File: src/rtl/core/selt_pkg.sv
package selt_pkg;

	// Request codes
	localparam logic [2:0] REQ_ADD     = 3'd0;
	localparam logic [2:0] REQ_SWITCH  = 3'd1;
	localparam logic [2:0] REQ_REMOVE  = 3'd2;
	localparam logic [2:0] REQ_SUSPEND = 3'd3;
	localparam logic [2:0] REQ_RESUME  = 3'd4;
	localparam logic [2:0] REQ_CHECK   = 3'd5;

	typedef enum logic [2:0] {
		ST_OK         = 3'd0,
		ST_INVALID    = 3'd1,
		ST_FULL       = 3'd2,
		ST_NOT_FOUND  = 3'd3,
		ST_IS_CURRENT = 3'd4
	} status_t;

	// Configuration register indexes
	localparam logic CFG_THRESHOLD = 1'b0;
	localparam logic CFG_MAX_SUSP  = 1'b1;

	localparam logic [23:0] THRESHOLD_RESET = 24'd65536;
	localparam logic [4:0]  MAX_SUSP_RESET  = 5'd3;

	typedef enum logic [2:0] {
		OP_NOP,
		OP_LOAD,
		OP_FLAG,
		OP_SHIFT,
		OP_ROT
	} cell_op_t;

	typedef struct packed {
		cell_op_t    op;
		logic        susp;
		logic        stamp;
		logic [15:0] key;
		logic [15:0] id;
		logic [31:0] handle;
		logic [31:0] time_val;
	} cell_cmd_t;

endpackage

File: src/rtl/core/suspended_entry_lru_table_unit.sv
// Compacted table of up to MAX_ENTRIES entries held in a chain of cells, one entry per cell.
// Id lookup is a parallel compare across the chain. One request is in work at a time. Add,
// remove, suspend and resume go from the lookup state S_LOOK to S_FIN, which loads the result
// into the output register. Switch passes through S_SW2 between them for its second flag update.
// A memory check that finds heap_avail below the threshold (on request, or after an add of a
// new id) rotates the whole chain once past a single compare stage at cell 0, then goes
// through S_EVICT for the eviction.
// A finished result sits in the output register while the next request is taken. While that
// result is stalled, the next request holds in its last cycle and no new transfer in is taken.
module suspended_entry_lru_table_unit #(
	parameter int MAX_ENTRIES = 16
) (
	input  logic                           clk,
	input  logic                           arst_n,
	input  logic                           in_valid,
	output logic                           in_stall,
	input  logic [2:0]                     req_type,
	input  logic [15:0]                    entry_id,
	input  logic [31:0]                    handle_in,
	input  logic [23:0]                    heap_avail,
	input  logic [31:0]                    now,
	output logic                           out_valid,
	input  logic                           out_stall,
	output logic [2:0]                     status,
	output logic [31:0]                    handle_out,
	output logic                           evicted,
	output logic [15:0]                    evicted_id,
	output logic [31:0]                    evicted_handle,
	output logic [$clog2(MAX_ENTRIES+1)-1:0] entry_count,
	input  logic                           cfg_wr_en,
	input  logic                           cfg_index,
	input  logic [23:0]                    cfg_wdata
);

	localparam int IW = $clog2(MAX_ENTRIES);
	localparam int CW = $clog2(MAX_ENTRIES + 1);
	localparam int SW = (CW > 5) ? CW : 5;

	typedef enum logic [2:0] {
		S_IDLE,
		S_LOOK,
		S_SW2,
		S_SCAN,
		S_EVICT,
		S_FIN
	} state_t;

	state_t state_q;
	state_t look_nxt;

	// configuration
	logic [23:0] thr_q;
	logic [4:0]  max_susp_q;

	// request
	logic [2:0]  req_q;
	logic [15:0] id_q;
	logic [31:0] hin_q;
	logic [23:0] heap_q;
	logic [31:0] now_q;

	// table control
	logic [CW-1:0] count_q;
	logic          cur_valid_q;
	logic [IW-1:0] cur_slot_q;
	logic [IW-1:0] tgt_q;

	// scan
	logic [IW-1:0] scan_q;
	logic [CW-1:0] nsusp_q;
	logic [31:0]   oldest_q;
	logic          pick_valid_q;
	logic [IW-1:0] pick_q;
	logic [15:0]   pick_id_q;
	logic [31:0]   pick_handle_q;

	// staged result
	selt_pkg::status_t res_status_q;
	logic [31:0]       res_handle_q;
	logic              res_evicted_q;
	logic [15:0]       res_ev_id_q;
	logic [31:0]       res_ev_handle_q;

	// output register
	logic              out_valid_q;
	selt_pkg::status_t status_q;
	logic [31:0]       handle_out_q;
	logic              evicted_q;
	logic [15:0]       evicted_id_q;
	logic [31:0]       evicted_handle_q;
	logic [CW-1:0]     entry_count_q;

	// chain
	selt_pkg::cell_cmd_t cmd;
	logic [IW-1:0]       cmd_slot;
	logic [15:0]         ent_id     [MAX_ENTRIES];
	logic [31:0]         ent_handle [MAX_ENTRIES];
	logic                ent_susp   [MAX_ENTRIES];
	logic [31:0]         ent_time   [MAX_ENTRIES];
	logic [MAX_ENTRIES-1:0] ent_match;

	logic          hit;
	logic [IW-1:0] hit_idx;
	logic [31:0]   hit_handle;
	logic          hit_is_cur;
	logic          heap_low;
	logic          evict_go;
	logic          scan_in_range;
	logic          scan_is_cur;

	genvar g;
	generate
		for (g = 0; g < MAX_ENTRIES; g++) begin : g_cell
			localparam int NXT = (g + 1) % MAX_ENTRIES;
			selt_cell #(
				.IW  (IW),
				.IDX (g)
			) u_cell (
				.clk         (clk),
				.cmd         (cmd),
				.slot        (cmd_slot),
				.nxt_id      (ent_id[NXT]),
				.nxt_handle  (ent_handle[NXT]),
				.nxt_susp    (ent_susp[NXT]),
				.nxt_time    (ent_time[NXT]),
				.id          (ent_id[g]),
				.handle      (ent_handle[g]),
				.susp        (ent_susp[g]),
				.access_time (ent_time[g]),
				.match       (ent_match[g])
			);
		end
	endgenerate

	// ids are unique among live entries, so the live match vector is one-hot
	always_comb begin
		hit        = 1'b0;
		hit_idx    = '0;
		hit_handle = '0;
		for (int i = 0; i < MAX_ENTRIES; i++) begin
			if (ent_match[i] && (CW'(i) < count_q)) begin
				hit        = 1'b1;
				hit_idx    = hit_idx | IW'(i);
				hit_handle = hit_handle | ent_handle[i];
			end
		end
	end

	assign hit_is_cur    = cur_valid_q && (cur_slot_q == hit_idx);
	assign heap_low      = (heap_q < thr_q);
	assign evict_go      = pick_valid_q && (SW'(nsusp_q) >= SW'(max_susp_q));
	assign scan_in_range = (CW'(scan_q) < count_q);
	assign scan_is_cur   = cur_valid_q && (cur_slot_q == scan_q);

	// where the lookup cycle goes next
	always_comb begin
		look_nxt = S_FIN;
		case (req_q)
			selt_pkg::REQ_ADD: begin
				if ((hin_q != '0) && (count_q != CW'(MAX_ENTRIES)) && !hit && heap_low) begin
					look_nxt = S_SCAN;
				end
			end
			selt_pkg::REQ_SWITCH: begin
				if (hit) begin
					look_nxt = S_SW2;
				end
			end
			selt_pkg::REQ_CHECK: begin
				if (heap_low) begin
					look_nxt = S_SCAN;
				end
			end
			default: begin
			end
		endcase
	end

	always_comb begin
		cmd.op       = selt_pkg::OP_NOP;
		cmd.susp     = 1'b0;
		cmd.stamp    = 1'b0;
		cmd.key      = id_q;
		cmd.id       = id_q;
		cmd.handle   = hin_q;
		cmd.time_val = now_q;
		cmd_slot     = '0;
		unique case (state_q)
			S_LOOK: begin
				case (req_q)
					selt_pkg::REQ_ADD: begin
						if ((hin_q != '0) && (count_q != CW'(MAX_ENTRIES))) begin
							cmd.op   = selt_pkg::OP_LOAD;
							cmd_slot = hit ? hit_idx : count_q[IW-1:0];
						end
					end
					selt_pkg::REQ_SWITCH: begin
						// suspend the previous current entry first
						if (hit && cur_valid_q && (cur_slot_q != hit_idx)) begin
							cmd.op    = selt_pkg::OP_FLAG;
							cmd.susp  = 1'b1;
							cmd.stamp = 1'b1;
							cmd_slot  = cur_slot_q;
						end
					end
					selt_pkg::REQ_REMOVE: begin
						if (hit) begin
							cmd.op   = selt_pkg::OP_SHIFT;
							cmd_slot = hit_idx;
						end
					end
					selt_pkg::REQ_SUSPEND: begin
						if (hit && !hit_is_cur) begin
							cmd.op   = selt_pkg::OP_FLAG;
							cmd.susp = 1'b1;
							cmd_slot = hit_idx;
						end
					end
					selt_pkg::REQ_RESUME: begin
						if (hit) begin
							cmd.op   = selt_pkg::OP_FLAG;
							cmd_slot = hit_idx;
						end
					end
					default: begin
					end
				endcase
			end
			S_SW2: begin
				cmd.op    = selt_pkg::OP_FLAG;
				cmd.stamp = 1'b1;
				cmd_slot  = tgt_q;
			end
			S_SCAN: begin
				cmd.op = selt_pkg::OP_ROT;
			end
			S_EVICT: begin
				if (evict_go) begin
					cmd.op   = selt_pkg::OP_SHIFT;
					cmd_slot = pick_q;
				end
			end
			default: begin
			end
		endcase
	end

	always_ff @(posedge clk or negedge arst_n) begin
		if (!arst_n) begin
			thr_q      <= selt_pkg::THRESHOLD_RESET;
			max_susp_q <= selt_pkg::MAX_SUSP_RESET;
		end else if (cfg_wr_en) begin
			unique case (cfg_index)
				selt_pkg::CFG_THRESHOLD: thr_q      <= cfg_wdata;
				selt_pkg::CFG_MAX_SUSP:  max_susp_q <= cfg_wdata[4:0];
				default: begin
				end
			endcase
		end
	end

	always_ff @(posedge clk or negedge arst_n) begin
		if (!arst_n) begin
			state_q     <= S_IDLE;
			count_q     <= '0;
			cur_valid_q <= 1'b0;
			cur_slot_q  <= '0;
			out_valid_q <= 1'b0;
		end else begin
			if (out_valid_q && !out_stall && (state_q != S_FIN)) begin
				out_valid_q <= 1'b0;
			end
			unique case (state_q)
				S_IDLE: begin
					if (in_valid) begin
						req_q           <= req_type;
						id_q            <= entry_id;
						hin_q           <= handle_in;
						heap_q          <= heap_avail;
						now_q           <= now;
						res_status_q    <= selt_pkg::ST_OK;
						res_handle_q    <= '0;
						res_evicted_q   <= 1'b0;
						res_ev_id_q     <= '0;
						res_ev_handle_q <= '0;
						state_q         <= S_LOOK;
					end
				end
				S_LOOK: begin
					scan_q       <= '0;
					nsusp_q      <= '0;
					oldest_q     <= now_q;
					pick_valid_q <= 1'b0;
					state_q      <= look_nxt;
					case (req_q)
						selt_pkg::REQ_ADD: begin
							if (hin_q == '0) begin
								res_status_q <= selt_pkg::ST_INVALID;
							end else if (count_q == CW'(MAX_ENTRIES)) begin
								res_status_q <= selt_pkg::ST_FULL;
							end else if (!hit) begin
								count_q <= count_q + CW'(1);
							end
						end
						selt_pkg::REQ_SWITCH: begin
							if (!hit) begin
								res_status_q <= selt_pkg::ST_NOT_FOUND;
							end else begin
								res_handle_q <= hit_handle;
								tgt_q        <= hit_idx;
							end
						end
						selt_pkg::REQ_REMOVE: begin
							if (!hit) begin
								res_status_q <= selt_pkg::ST_NOT_FOUND;
							end else begin
								res_handle_q <= hit_handle;
								count_q      <= count_q - CW'(1);
								if (cur_valid_q) begin
									if (cur_slot_q == hit_idx) begin
										cur_valid_q <= 1'b0;
										cur_slot_q  <= '0;
									end else if (cur_slot_q > hit_idx) begin
										cur_slot_q <= cur_slot_q - IW'(1);
									end
								end
							end
						end
						selt_pkg::REQ_SUSPEND: begin
							if (!hit) begin
								res_status_q <= selt_pkg::ST_NOT_FOUND;
							end else if (hit_is_cur) begin
								res_status_q <= selt_pkg::ST_IS_CURRENT;
							end
						end
						selt_pkg::REQ_RESUME: begin
							if (!hit) begin
								res_status_q <= selt_pkg::ST_NOT_FOUND;
							end
						end
						selt_pkg::REQ_CHECK: begin
						end
						default: begin
							res_status_q <= selt_pkg::ST_INVALID;
						end
					endcase
				end
				S_SW2: begin
					cur_valid_q <= 1'b1;
					cur_slot_q  <= tgt_q;
					state_q     <= S_FIN;
				end
				S_SCAN: begin
					// cell 0 holds the entry of slot scan_q during this cycle
					if (scan_in_range && ent_susp[0]) begin
						nsusp_q <= nsusp_q + CW'(1);
						if (!scan_is_cur && (ent_time[0] < oldest_q)) begin
							oldest_q      <= ent_time[0];
							pick_valid_q  <= 1'b1;
							pick_q        <= scan_q;
							pick_id_q     <= ent_id[0];
							pick_handle_q <= ent_handle[0];
						end
					end
					scan_q <= scan_q + IW'(1);
					if (scan_q == IW'(MAX_ENTRIES - 1)) begin
						state_q <= S_EVICT;
					end
				end
				S_EVICT: begin
					if (evict_go) begin
						res_evicted_q   <= 1'b1;
						res_ev_id_q     <= pick_id_q;
						res_ev_handle_q <= pick_handle_q;
						count_q         <= count_q - CW'(1);
						if (cur_valid_q) begin
							if (cur_slot_q == pick_q) begin
								cur_valid_q <= 1'b0;
								cur_slot_q  <= '0;
							end else if (cur_slot_q > pick_q) begin
								cur_slot_q <= cur_slot_q - IW'(1);
							end
						end
					end
					state_q <= S_FIN;
				end
				S_FIN: begin
					// hold until the output register is free
					if (!out_valid_q || !out_stall) begin
						out_valid_q      <= 1'b1;
						status_q         <= res_status_q;
						handle_out_q     <= res_handle_q;
						evicted_q        <= res_evicted_q;
						evicted_id_q     <= res_ev_id_q;
						evicted_handle_q <= res_ev_handle_q;
						entry_count_q    <= count_q;
						state_q          <= S_IDLE;
					end
				end
				default: begin
					state_q <= S_IDLE;
				end
			endcase
		end
	end

	assign in_stall       = (state_q != S_IDLE);
	assign out_valid      = out_valid_q;
	assign status         = status_q;
	assign handle_out     = handle_out_q;
	assign evicted        = evicted_q;
	assign evicted_id     = evicted_id_q;
	assign evicted_handle = evicted_handle_q;
	assign entry_count    = entry_count_q;

	a_count_bound: assert property (@(posedge clk) disable iff (!arst_n)
		count_q <= CW'(MAX_ENTRIES))
		else $error("entry count exceeds table depth");

	a_cur_live: assert property (@(posedge clk) disable iff (!arst_n)
		cur_valid_q |-> (CW'(cur_slot_q) < count_q))
		else $error("current slot points past the live entries");

	a_evict_ok: assert property (@(posedge clk) disable iff (!arst_n)
		(out_valid_q && evicted_q) |-> (status_q == selt_pkg::ST_OK))
		else $error("eviction reported with a failing status");

	a_scan_end: assert property (@(posedge clk) disable iff (!arst_n)
		(state_q == S_SCAN && scan_q == IW'(MAX_ENTRIES - 1)) |=> (state_q == S_EVICT))
		else $error("scan did not end after a full rotation");

endmodule

File: src/rtl/core/selt_cell.sv
module selt_cell #(
	parameter int IW  = 4,
	parameter int IDX = 0
) (
	input  logic                clk,
	input  selt_pkg::cell_cmd_t cmd,
	input  logic [IW-1:0]       slot,
	input  logic [15:0]         nxt_id,
	input  logic [31:0]         nxt_handle,
	input  logic                nxt_susp,
	input  logic [31:0]         nxt_time,
	output logic [15:0]         id,
	output logic [31:0]         handle,
	output logic                susp,
	output logic [31:0]         access_time,
	output logic                match
);

	logic [15:0] id_q;
	logic [31:0] handle_q;
	logic        susp_q;
	logic [31:0] time_q;
	logic        sel;
	logic        upper;

	assign sel   = (slot == IW'(IDX));
	assign upper = (IW'(IDX) >= slot);

	always_ff @(posedge clk) begin
		case (cmd.op)
			selt_pkg::OP_LOAD: begin
				if (sel) begin
					id_q     <= cmd.id;
					handle_q <= cmd.handle;
					susp_q   <= 1'b0;
					time_q   <= cmd.time_val;
				end
			end
			selt_pkg::OP_FLAG: begin
				if (sel) begin
					susp_q <= cmd.susp;
					if (cmd.stamp) begin
						time_q <= cmd.time_val;
					end
				end
			end
			selt_pkg::OP_SHIFT: begin
				// close the gap: every entry at or above the slot takes its neighbor
				if (upper) begin
					id_q     <= nxt_id;
					handle_q <= nxt_handle;
					susp_q   <= nxt_susp;
					time_q   <= nxt_time;
				end
			end
			selt_pkg::OP_ROT: begin
				id_q     <= nxt_id;
				handle_q <= nxt_handle;
				susp_q   <= nxt_susp;
				time_q   <= nxt_time;
			end
			default: begin
			end
		endcase
	end

	assign id          = id_q;
	assign handle      = handle_q;
	assign susp        = susp_q;
	assign access_time = time_q;
	assign match       = (id_q == cmd.key);

endmodule

File: config.mk
export PLATFORM = sky130hd
export DESIGN_NAME = suspended_entry_lru_table_unit
export DESIGN_NICKNAME = d
export VERILOG_FILES = /design/src/rtl/core/selt_pkg.sv /design/src/rtl/core/suspended_entry_lru_table_unit.sv /design/src/rtl/core/selt_cell.sv
export SDC_FILE = /design/constraint.sdc
export NUM_CORES = 2
export LEC_CHECK = 0
export BUFFER_PORTS_ARGS = -buffer_cell sky130_fd_sc_hd__buf_2
export CORE_MARGIN = 2
export CORE_UTILIZATION = 50
export CTS_CLUSTER_DIAMETER = 150
export DETAILED_ROUTE_END_ITERATION = 10
export PLACE_DENSITY = 0.72
export REMOVE_ABC_BUFFERS = 1
export SYNTH_ARGS = -nofsm -noshare
export SYNTH_HDL_FRONTEND = slang
export SYNTH_SLANG_ARGS = --single-unit
File: constraint.sdc
create_clock -name clk -period 9.4 [get_ports clk]
set_input_delay 0 -clock clk [delete_from_list [all_inputs] [get_ports clk]]
set_output_delay 0 -clock clk [all_outputs]
set_load 0.03 [all_outputs]
==> results_dict.tcl <==
set metrics [dict create \
    die_area_mm2 0.149 \
    antenna_found_initial 13 \
    ys_top_cells_by_area "edfxtp_1 (69%), nand2_1 (15%), xor2_1 (1.9%)" \
    clkSinkCount 1717 \
    grt_pass1_vias 50099 \
    place_congestion 0.940 \
    finClkSkew_ns 0.0732 \
    n_fill_cell 11339 \
    synth_warnings 0 \
    slew_violations 0 \
    gr-total-overflow 0 \
    grt_pass1_wl_um 314000 \
    power_density_mw_per_mm2 249 \
    wl_um 211000 \
    nets 6874 \
    maxCapViolCount 0 \
    vias 50929 \
    syn_avg_cell_area_um2 11.8 \
    ys_ff_latch 1717 \
    cts_buffers 173 \
    path_clk_slew_ns 0.06 \
    final_cells 8723 \
    final_util_pct 58.5 \
    p_leak_nw 31.5 \
    yosysSeqAreaShare_pct 70.3 \
    die_h_um 386 \
    cts_buffer_depth 3 \
    tightest_slew_ns 1.27 \
    cp-end-kind "flop" \
    die_w_um 386 \
    max_freq_mhz 124 \
    root_buffer "clkbuf_16" \
    portBuffers 227 \
    core-area_mm2 0.145 \
    netlist_area_mm2 0.0731 \
    finalSetupViolations 0 \
    rsz0062_at_grt "false" \
    drt_iter0_drc 7150 \
    place_inst 8087 \
    place_ws_ns 1.66 \
    crit_type "reg -> reg" \
    synthCells 6218 \
    io_pins 228 \
    start_util_pct 50.3 \
    wl_per_cell_um 24.2 \
    synth_largest_area_cell "edfxtp_1" \
    fin_ws_ns 1.31 \
    hpwl_um 121000 \
    cts_tree "yes" \
    drc 0 \
    synth_top_area_share_pct 68.8 \
    rows 140 \
    cts_max_level 4 \
    firstDrtPassIters 8 \
    startpoint_type "flop" \
    grt_usage_pct 28.2 \
    clock_latency_ns 0.84 \
    crit_path_max_fanout 19 \
    syn2layout_area_growth_pct 16.5 \
    grt_max_degree 238 \
    period_needed_ns 8.09 \
    drive_above_1_share_pct 9.53 \
    vias_per_cell 5.84 \
    synth_cell_types 69 \
    status "completed" \
    fin_setup_tns_ns 0 \
    required_ns 9.87 \
    post-route-period-util_pct 86.1 \
    hold_class "in -> reg" \
    async_flop_share_pct 2.50 \
    synth-edff-count 1674 \
    crit_arrival_ns 8.56 \
    synthFlopType "edfxtp_1" \
    ant_nets 0 \
    hold_viol_final 0 \
    slew_headroom_pct 14.7 \
    peakVddDrop_v 0.000216 \
]
[report_power, final]
group	leakage [nW]	total, mW	internal, mW	switching (mW)
Sequential	15.7	10.5	9.96	0.559
Clock	2.71	6.86	3.81	3.05
Combinational	13.1	3.85	1.01	2.84
[sequential cells by signal, summed over array words and instances (netlist names), 24 cells and up]
signal / cells
g_cell.u_cell.handle: 512
pick_handle_q: 32
heap_q: 24
thr_q: 24
res_ev_handle_q: 32
evicted_handle: 32
res_handle_q: 32
now_q: 32
oldest_q: 32
hin_q: 32
handle_out: 32
g_cell.u_cell.access_time: 512
g_cell.u_cell.id: 256
[layout by cell type (no fill, tap or decap), types with 7 or more instances in the layout]
| cell | Yosys | final |
|---|---|---|
| clkbuf_16 | 0 | 174 |
| inv_1 | 78 | 77 |
| clkinv_1 | 0 | 36 |
| and3_1 | 54 | 51 |
| clkinv_2 | 0 | 31 |
| clkinv_16 | 0 | 8 |
| nor3_1 | 14 | 10 |
| a22oi_1 | 48 | 48 |
| a21oi_1 | 56 | 50 |
| a31oi_1 | 30 | 28 |
| nand2b_1 | 16 | 14 |
| nor4_1 | 51 | 49 |
| clkbuf_1 | 312 | 38 |
| xnor2_1 | 115 | 115 |
| nand2_1 | 2849 | 2845 |
| buf_12 | 0 | 7 |
| o21ai_0 | 59 | 55 |
| a21boi_0 | 10 | 8 |
| bufinv_16 | 0 | 13 |
| xor2_1 | 156 | 156 |
| nor2_1 | 79 | 66 |
| nand4_1 | 42 | 42 |
| nor2b_1 | 18 | 17 |
| or3_1 | 8 | 8 |
| a41oi_1 | 16 | 16 |
| edfxtp_1 | 1674 | 1674 |
| dfrtp_1 | 40 | 39 |
| a21o_1 | 16 | 16 |
| buf_2 | 26 | 227 |
| a22o_1 | 88 | 88 |
| nand3_1 | 40 | 40 |
| ha_1 | 77 | 77 |
| buf_4 | 20 | 90 |
| a222oi_1 | 13 | 13 |
| a221oi_1 | 101 | 101 |
| dlygate4sd3_1 | 0 | 315 |
| nor2_4 | 0 | 13 |
[cell usage after synthesis, types with 26 or more instances]
cell type  count
clkbuf_1     312
nor4_1        51
and3_1        54
nand4_1       42
dfrtp_1       40
nor2_1        79
ha_1          77
nand2_1     2849
a221oi_1     101
xnor2_1      115
xor2_1       156
o21ai_0       59
edfxtp_1    1674
a22o_1        88
a31oi_1       30
nand3_1       40
buf_2         26
a22oi_1       48
a21oi_1       56
inv_1         78
[logic make-up after synthesis]
| group | synth area share, % |
|---|---|
| flops | 70.3 |
| mux | 0.175 |
| simple gates | 17.5 |
| buf+inv | 2.51 |
| xor+xnor | 3.25 |
| fa+ha+maj | 1.32 |
| compound gates | 4.99 |
[per-stage QoR]
| step | area, um2 | total power [mW] | hold WS [ns] |
|---|---|---|---|
| 3_3_place_gp | 76400 | 14.2 | 0.159 |
| 5_1_grt | 85100 | 22.0 | 0.121 |
| 3_5_place_dp | 76400 | 14.3 | 0.170 |
| 2_1_floorplan | 71500 | 14.3 | -0.296 |
| 6_report | 85100 | 21.2 | 0.101 |
| 4_1_cts | 85100 | 21.2 | 0.0281 |
[per-layer routing]
metal / vias to the layer above / part of all wire (%) / global-route usage, %
met3: 571 / 11 / 5.44
met4: 10 / 4.2 / 12.0
met2: 3096 / 46 / 44.4
met1: 24833 / 39 / 38.5
li1: 22419 / - / -
met5: - / 0.032 / 0
[worst max-delay path, cell delays in order (launching register included)]
cell      delay, ns
edfxtp_1       0.86
xnor2_1        0.20
nand4_1        0.15
nor4_1         0.52
and3_2         0.81
buf_4          0.48
or4_1          0.16
or3_1          0.19
ha_1           0.17
nand4_1        0.21
nor2_1         0.22
nor2_1         0.06
nand2_1        0.11
a21oi_1        0.16
a221o_1        0.33
a31oi_1        0.50
nand2_1        0.40
nor3_1         0.68
nand2_1        0.32
a31oi_4        0.69
buf_4          0.46
[final cells by class]
cell class | instances | area [um2] | area share (%)
clock inverter | 102 | 1080 | 1.27
tap | 1917 | 2400 | 2.82
clock buffer | 213 | 4510 | 5.30
multi-input combinational | 4051 | 20400 | 23.9
inverter | 78 | 293 | 0.344
sequential | 1717 | 51300 | 60.3
timing repair buffer | 639 | 5100 | 6.00
antenna | 6 | 15.0 | 0.0176
[what timing repair did]
action	4_1_cts	5_1_grt
hold endpoints to repair	186	0
gates resized for setup	0	0
hold buffers	315	0
setup buffers	0	0
[path summary, 6_finish.rpt]
path	cells after the start	slack [ns]	to	start
min	4	0.10	out_valid	out_stall
min in group asynchronous	4	0.43	thr_q[19]	arst_n
max reg2reg	20	1.31	g_cell[8].u_cell.access_time[16]	id_q[10]
max in group asynchronous	4	8.43	state_q[2]	arst_n
max	20	1.31	g_cell[8].u_cell.access_time[16]	id_q[10]
min reg2reg	0	0.42	evicted_handle[1]	res_ev_handle_q[1]
No activity file was read; power rests on OpenSTA's default activity.
